$ cat src/hdl/mfsb_pkg.sv
// Shared types, codes and constants for the MFM flux sync bitstream block.
// No dependencies; every other file imports this package.
package mfsb_pkg;

   localparam int CountWidth    = 16;
   localparam int FifoDepth     = 4;
   localparam int FifoPtrWidth  = $clog2(FifoDepth);
   localparam int HistDepth     = 11;
   localparam int HistIdxWidth  = $clog2(HistDepth);
   localparam int SeenWidth     = $clog2(HistDepth + 1);
   localparam int SyncLen       = 10;
   localparam int CsrIndexWidth = 2;
   localparam int CsrDataWidth  = 16;

   localparam logic [15:0] MidThreshReset  = 16'd500;
   localparam logic [15:0] LongThreshReset = 16'd700;
   localparam logic [15:0] MaxBytesReset   = 16'd11964;

   localparam logic [1:0] KIND_FLUX      = 2'd0;
   localparam logic [1:0] KIND_RESTART   = 2'd1;
   localparam logic [1:0] KIND_TRACK_END = 2'd2;

   localparam logic [1:0] STAT_BYTE      = 2'd0;
   localparam logic [1:0] STAT_FULL      = 2'd1;
   localparam logic [1:0] STAT_TRACK_END = 2'd2;
   localparam logic [1:0] STAT_NO_SYNC   = 2'd3;

   localparam logic [CsrIndexWidth-1:0] CSR_MID_THRESHOLD  = 2'd0;
   localparam logic [CsrIndexWidth-1:0] CSR_LONG_THRESHOLD = 2'd1;
   localparam logic [CsrIndexWidth-1:0] CSR_MAX_BYTES      = 2'd2;

   // cell class is cells minus one: 1 = two cells, 2 = three, 3 = four
   localparam logic [1:0] SyncClass [SyncLen] = '{
      2'd3, 2'd2, 2'd3, 2'd2, 2'd1, 2'd3, 2'd2, 2'd3, 2'd2, 2'd1
   };

   typedef struct packed {
      logic [1:0]  kind;
      logic [15:0] flux_interval;
   } req_payload_type;

   typedef struct packed {
      logic [7:0]  data_byte;
      logic        last;
      logic [1:0]  status;
      logic [15:0] samples_used;
   } rsp_payload_type;

   typedef struct packed {
      logic [15:0] mid_threshold;
      logic [15:0] long_threshold;
      logic [15:0] max_bytes;
   } cfg_type;

   typedef enum logic [1:0] {
      OP_FLUX      = 2'd0,
      OP_RESTART   = 2'd1,
      OP_TRACK_END = 2'd2
   } cmd_op_type;

   typedef struct packed {
      cmd_op_type op;
      logic [1:0] cls;
   } cmd_type;

   typedef enum logic [2:0] {
      MODE_HUNT = 3'b001,
      MODE_RUN  = 3'b010,
      MODE_DONE = 3'b100
   } mode_type;

   typedef enum logic [1:0] {
      SEQ_IDLE   = 2'b01,
      SEQ_REPLAY = 2'b10
   } seq_type;

endpackage

$ cat src/hdl/mfsb_front.sv
// Front end: accepts input transactions, sorts flux samples into cell classes.
// Depends on mfsb_pkg; feeds the command queue.
module mfsb_front
   import mfsb_pkg::*;
(
   input  logic            clock,
   input  logic            reset,
   input  cfg_type         cfg,
   input  logic            req_valid,
   output logic            req_stall,
   input  req_payload_type req_payload,
   output logic            push_valid,
   output cmd_type         push_cmd,
   input  logic            push_ready
);

   logic    cmd_valid_ff, cmd_valid_in;
   cmd_type cmd_ff, cmd_in;
   logic    accept;
   logic    keep;

   assign req_stall  = cmd_valid_ff && !push_ready;
   assign accept     = req_valid && !req_stall;
   assign push_valid = cmd_valid_ff;
   assign push_cmd   = cmd_ff;

   always_comb begin
      keep   = 1'b1;
      cmd_in = cmd_ff;
      unique case (req_payload.kind)
         KIND_FLUX: begin
            cmd_in.op = OP_FLUX;
         end
         KIND_RESTART: begin
            cmd_in.op = OP_RESTART;
         end
         KIND_TRACK_END: begin
            cmd_in.op = OP_TRACK_END;
         end
         default: begin
            keep = 1'b0;
         end
      endcase
      if (req_payload.flux_interval > cfg.long_threshold) begin
         cmd_in.cls = 2'd3;
      end else if (req_payload.flux_interval > cfg.mid_threshold) begin
         cmd_in.cls = 2'd2;
      end else begin
         cmd_in.cls = 2'd1;
      end
      if (accept && keep) begin
         cmd_valid_in = 1'b1;
      end else if (push_ready) begin
         cmd_valid_in = 1'b0;
      end else begin
         cmd_valid_in = cmd_valid_ff;
      end
   end

   always_ff @(posedge clock) begin
      if (reset) begin
         cmd_valid_ff <= 1'b0;
      end else begin
         cmd_valid_ff <= cmd_valid_in;
      end
   end

   always_ff @(posedge clock) begin
      if (accept) begin
         cmd_ff <= cmd_in;
      end
   end

endmodule

$ cat src/hdl/mfsb_cmd_fifo.sv
// Short command queue between the front end and the decode engine.
// Depends on mfsb_pkg.
module mfsb_cmd_fifo
   import mfsb_pkg::*;
(
   input  logic    clock,
   input  logic    reset,
   input  logic    push_valid,
   input  cmd_type push_cmd,
   output logic    push_ready,
   output logic    pop_valid,
   output cmd_type pop_cmd,
   input  logic    pop_ready
);

   cmd_type                 mem_ff [FifoDepth];
   logic [FifoPtrWidth-1:0] wr_ptr_ff, wr_ptr_in;
   logic [FifoPtrWidth-1:0] rd_ptr_ff, rd_ptr_in;
   logic [FifoPtrWidth:0]   count_ff, count_in;
   logic                    do_push;
   logic                    do_pop;

   assign push_ready = (count_ff != (FifoPtrWidth+1)'(FifoDepth));
   assign pop_valid  = (count_ff != '0);
   assign pop_cmd    = mem_ff[rd_ptr_ff];
   assign do_push    = push_valid && push_ready;
   assign do_pop     = pop_valid && pop_ready;

   always_comb begin
      wr_ptr_in = do_push ? wr_ptr_ff + 1'b1 : wr_ptr_ff;
      rd_ptr_in = do_pop ? rd_ptr_ff + 1'b1 : rd_ptr_ff;
      count_in  = count_ff;
      if (do_push && !do_pop) begin
         count_in = count_ff + 1'b1;
      end else if (do_pop && !do_push) begin
         count_in = count_ff - 1'b1;
      end
   end

   always_ff @(posedge clock) begin
      if (reset) begin
         wr_ptr_ff <= '0;
         rd_ptr_ff <= '0;
         count_ff  <= '0;
      end else begin
         wr_ptr_ff <= wr_ptr_in;
         rd_ptr_ff <= rd_ptr_in;
         count_ff  <= count_in;
      end
   end

   always_ff @(posedge clock) begin
      if (do_push) begin
         mem_ff[wr_ptr_ff] <= push_cmd;
      end
   end

endmodule

$ cat src/hdl/mfsb_engine.sv
// Decode engine: sync hunt, sample replay, bit placement and byte output.
// Depends on mfsb_pkg; drains the command queue, drives the result register.
module mfsb_engine
   import mfsb_pkg::*;
(
   input  logic            clock,
   input  logic            reset,
   input  cfg_type         cfg,
   input  logic            pop_valid,
   input  cmd_type         pop_cmd,
   output logic            pop_ready,
   output logic            rsp_valid,
   input  logic            rsp_stall,
   output rsp_payload_type rsp_payload
);

   logic [1:0]              hist_ff [HistDepth];
   logic [1:0]              hist_in [HistDepth];
   logic [1:0]              hist_shift [HistDepth];
   logic [SeenWidth-1:0]    seen_ff, seen_in, seen_next;
   mode_type                mode_ff, mode_in;
   seq_type                 seq_ff, seq_in;
   logic [HistIdxWidth-1:0] idx_ff, idx_in;
   logic [2:0]              off_ff, off_in;
   logic [7:0]              acc_ff, acc_in;
   logic [15:0]             bytes_ff, bytes_in;
   logic [CountWidth-1:0]   cnt_ff, cnt_in;
   logic                    rsp_valid_ff, rsp_valid_in;
   rsp_payload_type         rsp_payload_ff, rsp_payload_in;

   logic                    out_free;
   logic                    replaying;
   logic                    take;
   logic                    match;
   logic [1:0]              rep_cls;
   logic [2:0]              adv;
   logic [3:0]              pos;
   logic                    crossed;
   logic [15:0]             bytes_next;
   logic [CountWidth-1:0]   cnt_next;
   logic                    full;
   logic [15:0]             used_now;
   logic [15:0]             used_next;
   logic [7:0]              acc_next;
   logic                    do_adv;

   function automatic logic [15:0] sat_used(input logic [CountWidth-1:0] c);
      logic [32:0] e;
      e = 33'(c);
      return (e > 33'h0FFFF) ? 16'hFFFF : e[15:0];
   endfunction

   assign out_free    = !rsp_valid_ff || !rsp_stall;
   assign replaying   = (seq_ff == SEQ_REPLAY);
   assign pop_ready   = !replaying && out_free;
   assign take        = pop_valid && pop_ready;
   assign rsp_valid   = rsp_valid_ff;
   assign rsp_payload = rsp_payload_ff;

   always_comb begin
      for (int k = 0; k < HistDepth - 1; k++) begin
         hist_shift[k] = hist_ff[k+1];
      end
      hist_shift[HistDepth-1] = pop_cmd.cls;
      match = 1'b1;
      for (int k = 0; k < SyncLen; k++) begin
         if (hist_shift[k+1] != SyncClass[k]) begin
            match = 1'b0;
         end
      end
      seen_next = (seen_ff == SeenWidth'(HistDepth)) ? seen_ff : seen_ff + 1'b1;
   end

   always_comb begin
      rep_cls = hist_ff[idx_ff];
      if (replaying) begin
         adv = (idx_ff == '0) ? 3'({1'b0, rep_cls}) - 3'd1 : 3'({1'b0, rep_cls}) + 3'd1;
      end else begin
         adv = 3'({1'b0, pop_cmd.cls}) + 3'd1;
      end
      pos        = {1'b0, off_ff} + {1'b0, adv};
      crossed    = pos[3];
      bytes_next = crossed ? bytes_ff + 16'd1 : bytes_ff;
      cnt_next   = (cnt_ff != '1) ? cnt_ff + 1'b1 : cnt_ff;
      full       = (bytes_next >= cfg.max_bytes);
      used_now   = sat_used(cnt_ff);
      used_next  = sat_used(cnt_next);
      acc_next   = (crossed ? 8'd0 : acc_ff) | (8'h80 >> pos[2:0]);
   end

   always_comb begin
      hist_in        = hist_ff;
      seen_in        = seen_ff;
      mode_in        = mode_ff;
      seq_in         = seq_ff;
      idx_in         = idx_ff;
      off_in         = off_ff;
      acc_in         = acc_ff;
      bytes_in       = bytes_ff;
      cnt_in         = cnt_ff;
      rsp_valid_in   = rsp_valid_ff && rsp_stall;
      rsp_payload_in = rsp_payload_ff;
      do_adv         = 1'b0;

      if (replaying && out_free) begin
         do_adv = 1'b1;
         idx_in = idx_ff + 1'b1;
         if (idx_ff == HistIdxWidth'(HistDepth - 1)) begin
            seq_in = SEQ_IDLE;
         end
      end else if (take) begin
         unique case (pop_cmd.op)
            OP_FLUX: begin
               if (mode_ff == MODE_RUN) begin
                  do_adv = 1'b1;
               end else if (mode_ff == MODE_HUNT) begin
                  hist_in = hist_shift;
                  seen_in = seen_next;
                  if (seen_next == SeenWidth'(HistDepth) && match) begin
                     mode_in  = MODE_RUN;
                     seq_in   = SEQ_REPLAY;
                     idx_in   = '0;
                     off_in   = '0;
                     acc_in   = '0;
                     bytes_in = '0;
                     cnt_in   = '0;
                  end
               end
            end
            OP_RESTART, OP_TRACK_END: begin
               if (pop_cmd.op == OP_TRACK_END && mode_ff == MODE_RUN) begin
                  rsp_valid_in   = 1'b1;
                  rsp_payload_in = '{data_byte: acc_ff, last: 1'b1,
                                     status: STAT_TRACK_END, samples_used: used_now};
               end else if (pop_cmd.op == OP_TRACK_END && mode_ff == MODE_HUNT) begin
                  rsp_valid_in   = 1'b1;
                  rsp_payload_in = '{data_byte: 8'd0, last: 1'b1,
                                     status: STAT_NO_SYNC, samples_used: 16'd0};
               end
               for (int k = 0; k < HistDepth; k++) begin
                  hist_in[k] = 2'd0;
               end
               seen_in  = '0;
               mode_in  = MODE_HUNT;
               off_in   = '0;
               acc_in   = '0;
               bytes_in = '0;
               cnt_in   = '0;
            end
            default: begin
            end
         endcase
      end

      if (do_adv) begin
         cnt_in   = cnt_next;
         bytes_in = bytes_next;
         off_in   = pos[2:0];
         if (crossed) begin
            rsp_valid_in   = 1'b1;
            rsp_payload_in = '{data_byte: acc_ff, last: full,
                               status: full ? STAT_FULL : STAT_BYTE,
                               samples_used: full ? used_next : 16'd0};
         end else if (full) begin
            rsp_valid_in   = 1'b1;
            rsp_payload_in = '{data_byte: 8'd0, last: 1'b1,
                               status: STAT_FULL, samples_used: used_next};
         end
         if (full) begin
            mode_in = MODE_DONE;
            seq_in  = SEQ_IDLE;
            acc_in  = '0;
         end else begin
            acc_in = acc_next;
         end
      end
   end

   always_ff @(posedge clock) begin
      if (reset) begin
         for (int k = 0; k < HistDepth; k++) begin
            hist_ff[k] <= 2'd0;
         end
         seen_ff      <= '0;
         mode_ff      <= MODE_HUNT;
         seq_ff       <= SEQ_IDLE;
         idx_ff       <= '0;
         off_ff       <= '0;
         acc_ff       <= '0;
         bytes_ff     <= '0;
         cnt_ff       <= '0;
         rsp_valid_ff <= 1'b0;
      end else begin
         hist_ff      <= hist_in;
         seen_ff      <= seen_in;
         mode_ff      <= mode_in;
         seq_ff       <= seq_in;
         idx_ff       <= idx_in;
         off_ff       <= off_in;
         acc_ff       <= acc_in;
         bytes_ff     <= bytes_in;
         cnt_ff       <= cnt_in;
         rsp_valid_ff <= rsp_valid_in;
      end
   end

   always_ff @(posedge clock) begin
      rsp_payload_ff <= rsp_payload_in;
   end

endmodule

$ cat src/hdl/mfm_flux_sync_bitstream_top.sv
// Top level of the MFM flux decoder with double sync word hunt.
// Depends on mfsb_pkg, mfsb_front, mfsb_cmd_fifo and mfsb_engine.
//
//   channel   ports                                  direction
//   req       req_valid, req_stall, req_payload      flux samples and track commands in
//   rsp       rsp_valid, rsp_stall, rsp_payload      decoded bytes and run status out
//   csr       csr_write_en, csr_index, csr_wdata     threshold and byte limit writes
//
// The front end takes one transaction per cycle, unless stalled, into a four-entry
// command queue. The engine retires one command per cycle while the result register
// is free; on a sync match it first replays the 11 history samples, one per cycle.
// A stalled result register holds the engine; the queue absorbs input until full.
// Reset is synchronous; it clears the control state and loads the reset configuration.
module mfm_flux_sync_bitstream_top
   import mfsb_pkg::*;
(
   input  logic                     clock,
   input  logic                     reset,
   input  logic                     req_valid,
   output logic                     req_stall,
   input  req_payload_type          req_payload,
   output logic                     rsp_valid,
   input  logic                     rsp_stall,
   output rsp_payload_type          rsp_payload,
   input  logic                     csr_write_en,
   input  logic [CsrIndexWidth-1:0] csr_index,
   input  logic [CsrDataWidth-1:0]  csr_wdata
);

   cfg_type cfg_ff, cfg_in;
   logic    push_valid;
   logic    push_ready;
   cmd_type push_cmd;
   logic    pop_valid;
   logic    pop_ready;
   cmd_type pop_cmd;

   always_comb begin
      cfg_in = cfg_ff;
      if (csr_write_en) begin
         unique case (csr_index)
            CSR_MID_THRESHOLD: begin
               cfg_in.mid_threshold = csr_wdata;
            end
            CSR_LONG_THRESHOLD: begin
               cfg_in.long_threshold = csr_wdata;
            end
            CSR_MAX_BYTES: begin
               cfg_in.max_bytes = csr_wdata;
            end
            default: begin
            end
         endcase
      end
   end

   always_ff @(posedge clock) begin
      if (reset) begin
         cfg_ff <= '{mid_threshold: MidThreshReset, long_threshold: LongThreshReset,
                     max_bytes: MaxBytesReset};
      end else begin
         cfg_ff <= cfg_in;
      end
   end

   mfsb_front u_front (
      .clock       (clock),
      .reset       (reset),
      .cfg         (cfg_ff),
      .req_valid   (req_valid),
      .req_stall   (req_stall),
      .req_payload (req_payload),
      .push_valid  (push_valid),
      .push_cmd    (push_cmd),
      .push_ready  (push_ready)
   );

   mfsb_cmd_fifo u_fifo (
      .clock      (clock),
      .reset      (reset),
      .push_valid (push_valid),
      .push_cmd   (push_cmd),
      .push_ready (push_ready),
      .pop_valid  (pop_valid),
      .pop_cmd    (pop_cmd),
      .pop_ready  (pop_ready)
   );

   mfsb_engine u_engine (
      .clock       (clock),
      .reset       (reset),
      .cfg         (cfg_ff),
      .pop_valid   (pop_valid),
      .pop_cmd     (pop_cmd),
      .pop_ready   (pop_ready),
      .rsp_valid   (rsp_valid),
      .rsp_stall   (rsp_stall),
      .rsp_payload (rsp_payload)
   );

endmodule

$ cat config.mk
export PLATFORM = sky130hd
export DESIGN_NAME = mfm_flux_sync_bitstream_top
export DESIGN_NICKNAME = d
export VERILOG_FILES = /design/src/hdl/mfsb_pkg.sv /design/src/hdl/mfsb_front.sv /design/src/hdl/mfsb_cmd_fifo.sv /design/src/hdl/mfsb_engine.sv /design/src/hdl/mfm_flux_sync_bitstream_top.sv
export SDC_FILE = /design/constraint.sdc
export NUM_CORES = 1
export LEC_CHECK = 0
export ABC_CLOCK_PERIOD_IN_PS = 7400
export BUFFER_PORTS_ARGS = -buffer_cell sky130_fd_sc_hd__buf_2
export CORE_MARGIN = 5
export CORE_UTILIZATION = 30
export CTS_CLUSTER_DIAMETER = 200
export DETAILED_ROUTE_END_ITERATION = 12
export PLACE_DENSITY_LB_ADDON = 0.12
export SETUP_SLACK_MARGIN = 0.4
export SLEW_MARGIN = 25
export SYNTH_ARGS = -nofsm -noshare
export SYNTH_HDL_FRONTEND = slang
export SYNTH_HIERARCHICAL = 1
export SYNTH_SLANG_ARGS = --single-unit
$ cat constraint.sdc
create_clock -name clock -period 7.4 [get_ports clock]
set_input_delay 0 -clock clock [delete_from_list [all_inputs] [get_ports clock]]
set_output_delay 0 -clock clock [all_outputs]
set_load 0.01 [all_outputs]
==> flow_metrics.env <==
export IMPL_run_status="complete, no violations"
export IMPL_via_per_inst=4.91
export IMPL_period_share_pct=86.6
export IMPL_syn_avg_cell_area_um2=9.13
export IMPL_crit_type="register to register"
export IMPL_arrival_ns=6.71
export IMPL_drv_cap=0
export IMPL_hold_path_class="input pin to register"
export IMPL_peakVddDrop_mv=0.181
export IMPL_yosysMostFrequentCell="dfxtp_1"
export IMPL_portBuffers=69
export IMPL_crit_path_end_kind="register"
export IMPL_max_slew_margin_rel_pct=41.2
export IMPL_path_cells="mux4_2 > mux2_2 > o21ai_0 > fa_1 > mux2i_1 > ha_1 > a21o_1 > a21oi_2 > or3_1 > nor2_1 > nand2_1 > xnor2_1 > ha_1 > and3_1 > a221oi_1 > nand2_1 > o21ai_1 > a31o_1 > and2_2 > a21oi_1"
export IMPL_grt_max_degree=92
export IMPL_antenna_cells=0
export IMPL_power_share_clock_pct=32.9
export IMPL_start_util_pct=30.2
export IMPL_grt_pass1_wl_um=41700
export IMPL_cts_max_level=4
export IMPL_finalCriticalPeriod_ns=6.41
export IMPL_gp_congestion=0.783
export IMPL_setup_tns_ns=0
export IMPL_p_leak_nw=4.50
export IMPL_area_growth_pct=15.0
export IMPL_crit_path_start_kind="register"
export IMPL_clockBufferDepth=2
export IMPL_fp_row_count=66
export IMPL_cts_num_sinks=184
export IMPL_routed_via_count=7792
export IMPL_synth_flop_cell="dfxtp_1"
export IMPL_crit_path_top_delay_cell="dfxtp_1"
export IMPL_clkSlewWorstSetupHoldPaths_ns=0.07
export IMPL_hold_viol=0
export IMPL_synth_top_cell_by_area="dfxtp_1"
export IMPL_antenna_left=0
export IMPL_final_core_util_pct=34.8
export IMPL_die_h_um=191
export IMPL_grt_ovfl_total=0
export IMPL_post_cts_buffers=0
export IMPL_routed_wl_um=25300
export IMPL_p_sw_w=0.000945
export IMPL_cts_tree="yes"
export IMPL_grt_use_total_pct=14.3
export IMPL_p_comb_share_pct=25.3
export IMPL_synth_seq_cells=184
export IMPL_slowest_delay_ns=0.62
export IMPL_place_inst=1535
export IMPL_fin_skew_ns=0.0126
export IMPL_drc=0
export IMPL_final_setup_viol_count=0
export IMPL_die_w_um=191
export IMPL_fill_cells=3380
export IMPL_ys_warn_count=6
export IMPL_cts_buffers=17
export IMPL_place_ws_ns=0.900
export IMPL_synth_enable_flop_cells=20
export IMPL_cp_top_family="compound AO/OA/AOI/OAI gates"
export IMPL_clk_latency_ns=0.44
export IMPL_p_sw_share_pct=35.6
export IMPL_drive_gt1_share_pct=12.7
export IMPL_ys_seq_area_share_pct=39.7
export IMPL_critPathMaxFanout=11
export IMPL_core_um2=32400
export IMPL_final_cells=1588
export IMPL_critPathRequiredTime_ns=7.70
export IMPL_power_internal_w=0.00171
export IMPL_maxSlewViolCount=0
export IMPL_yosys_top_cells_area="dfxtp_1 (34%), ha_1 (8.6%), edfxtp_1 (6.1%)"
export IMPL_synth_distinct_cells=82
export IMPL_drt_pass1_iterations=5
export IMPL_wl_per_cell_um=15.9
export IMPL_synth_top_area_share_pct=33.5
export IMPL_cts_root_buf="clkbuf_16"
export IMPL_final_nets=1244
export IMPL_grt_pass1_vias=7758
export IMPL_drt_iter0_drc=473
export IMPL_syn_nets=1183
export IMPL_tightest_slew_ns=0.879
export IMPL_pin_count=70
export IMPL_synthTopCellsByCount="dfxtp_1 (164), nor2_1 (124), a21oi_1 (82), inv_1 (68), ha_1 (67)"
export IMPL_antenna_found_initial=0
export IMPL_fmax_mhz=156
export IMPL_path_buf_inv=0
export IMPL_fin_ws_ns=0.991
export IMPL_dpl_hpwl_um=17500
export IMPL_syn_inst=1072
export IMPL_p_per_area_nw_per_um2=236
export IMPL_rsz0062_at_grt="no"
export IMPL_whs_ns=0.0732
export IMPL_dieArea_um2=36300
export IMPL_postSynth_asyncResetShare_pct=0
export IMPL_synth_area_um2=9790
export IMPL_seqPwrFrac_pct=41.8
## cell families (layout without fill, tap and decap cells)
| group | after synthesis | count (layout) | synth area share, % |
|---|---|---|---|
| simple gates | 363 | 363 | 19.0 |
| xor+xnor | 28 | 28 | 2.51 |
| flops | 184 | 184 | 39.7 |
| fa+ha+maj | 70 | 70 | 9.18 |
| mux | 67 | 67 | 7.93 |
| compound gates | 235 | 235 | 16.5 |
| buf+inv | 125 | 199 | 5.23 |
## power groups by stage
| stage | Combinational [W] | Clock, W | Sequential [W] |
|---|---|---|---|
| after floorplan | 0.000488 | 0 | 0.00112 |
| after global placement | 0.000676 | 0 | 0.00113 |
| after detailed placement | 0.000671 | 0 | 0.00113 |
| after CTS | 0.000684 | 0.000910 | 0.00111 |
| after global routing | 0.000762 | 0.000943 | 0.00112 |
| final | 0.000672 | 0.000872 | 0.00111 |
## routing by layer
layer	vias to the layer above	track usage [%]	wire [um]
met5	-	0	0
met4	0	4.34	425
met3	26	2.36	631
met2	107	23.3	11700
met1	3719	19.6	12600
li1	3940	-	-
## layout by cell type (no fill, tap or decap), drive strengths merged, types with 5 or more instances in the layout
cell         instances
nor3b               23
a22oi               23
ha                  67
clkinvlp             5
nor2               126
nand4               10
a32o                 7
a32oi               14
mux2i               55
dlygate4sd3         21
o22ai               10
o211ai               7
inv                 76
clkbuf              17
nor4                 5
a21oi               84
nand2               66
a22o                15
or2                  5
mux4                 8
edfxtp              20
nand2b              49
nand4b               5
nor2b                8
buf                 78
dfxtp              164
or3                  7
xnor2               10
xor2                18
a311oi               5
nor3                16
and2                 8
nand3               18
o21ai               35
## metrics by stage
| step | power, W | instance area (um2) |
|---|---|---|
| floorplan | 0.00161 | 9790 |
| global placement | 0.00181 | 10500 |
| detailed placement | 0.00181 | 10500 |
| CTS | 0.00270 | 11300 |
| global route | 0.00283 | 11300 |
| finish | 0.00265 | 11300 |
## worst register-to-register path, cell delays in order, from the launching register on
cell      delay (ns)
dfxtp_1         0.62
mux4_2          0.56
mux2_2          0.27
o21ai_0         0.28
fa_1            0.49
mux2i_1         0.25
ha_1            0.28
a21o_1          0.19
a21oi_2         0.47
or3_1           0.36
nor2_1          0.15
nand2_1         0.12
xnor2_1         0.12
ha_1            0.26
and3_1          0.17
a221oi_1        0.38
nand2_1         0.09
o21ai_1         0.32
a31o_1          0.45
and2_2          0.36
a21oi_1         0.10
## layout make-up
type / instances / area (um2) / area share [%]
multi-input cells: 763 / 5400 / 48.0
flip-flops and latches: 184 / 3880 / 34.5
repair buffers: 99 / 626 / 5.56
well taps: 442 / 553 / 4.91
clock buffers: 17 / 425 / 3.78
inverters: 68 / 255 / 2.27
clock inverters: 15 / 115 / 1.02
## registers in the layout, summed over array words and instances (netlist names), named ones only
signal                cells
cfg_ff                   48
u_front/push_cmd          4
u_fifo/wr_ptr_ff          2
u_fifo/count_ff           3
u_engine/seq_ff           2
u_fifo/rd_ptr_ff          2
u_engine/off_ff           3
u_engine/hist_ff         22
u_front/push_valid        1
u_fifo/mem_ff            16
u_engine/cnt_ff          16
u_engine/bytes_ff        16
u_engine/rsp_valid        1
u_engine/rsp_payload     27
u_engine/mode_ff          3
u_engine/seen_ff          4
u_engine/idx_ff           4
u_engine/acc_ff           8
## worst paths after layout
check,startpoint,to,slack (ns),cells past startpoint
setup / recovery,u_engine/idx_ff[0],u_engine/rsp_valid,0.99,20
hold / removal,reset,u_fifo/rd_ptr_ff[0],0.07,2
setup reg to reg,u_engine/idx_ff[0],u_engine/rsp_valid,0.99,20
hold reg to reg,u_engine/rsp_payload[17],u_engine/rsp_payload[17],0.44,2
## timing repair
action                                 4_1_cts  5_1_grt
resized for setup                            0        1
endpoints found under the hold margin       56        0
hold buffers                                21        0
setup endpoints to repair                    0        9
Note: power is estimated with default switching activity, not from simulation.
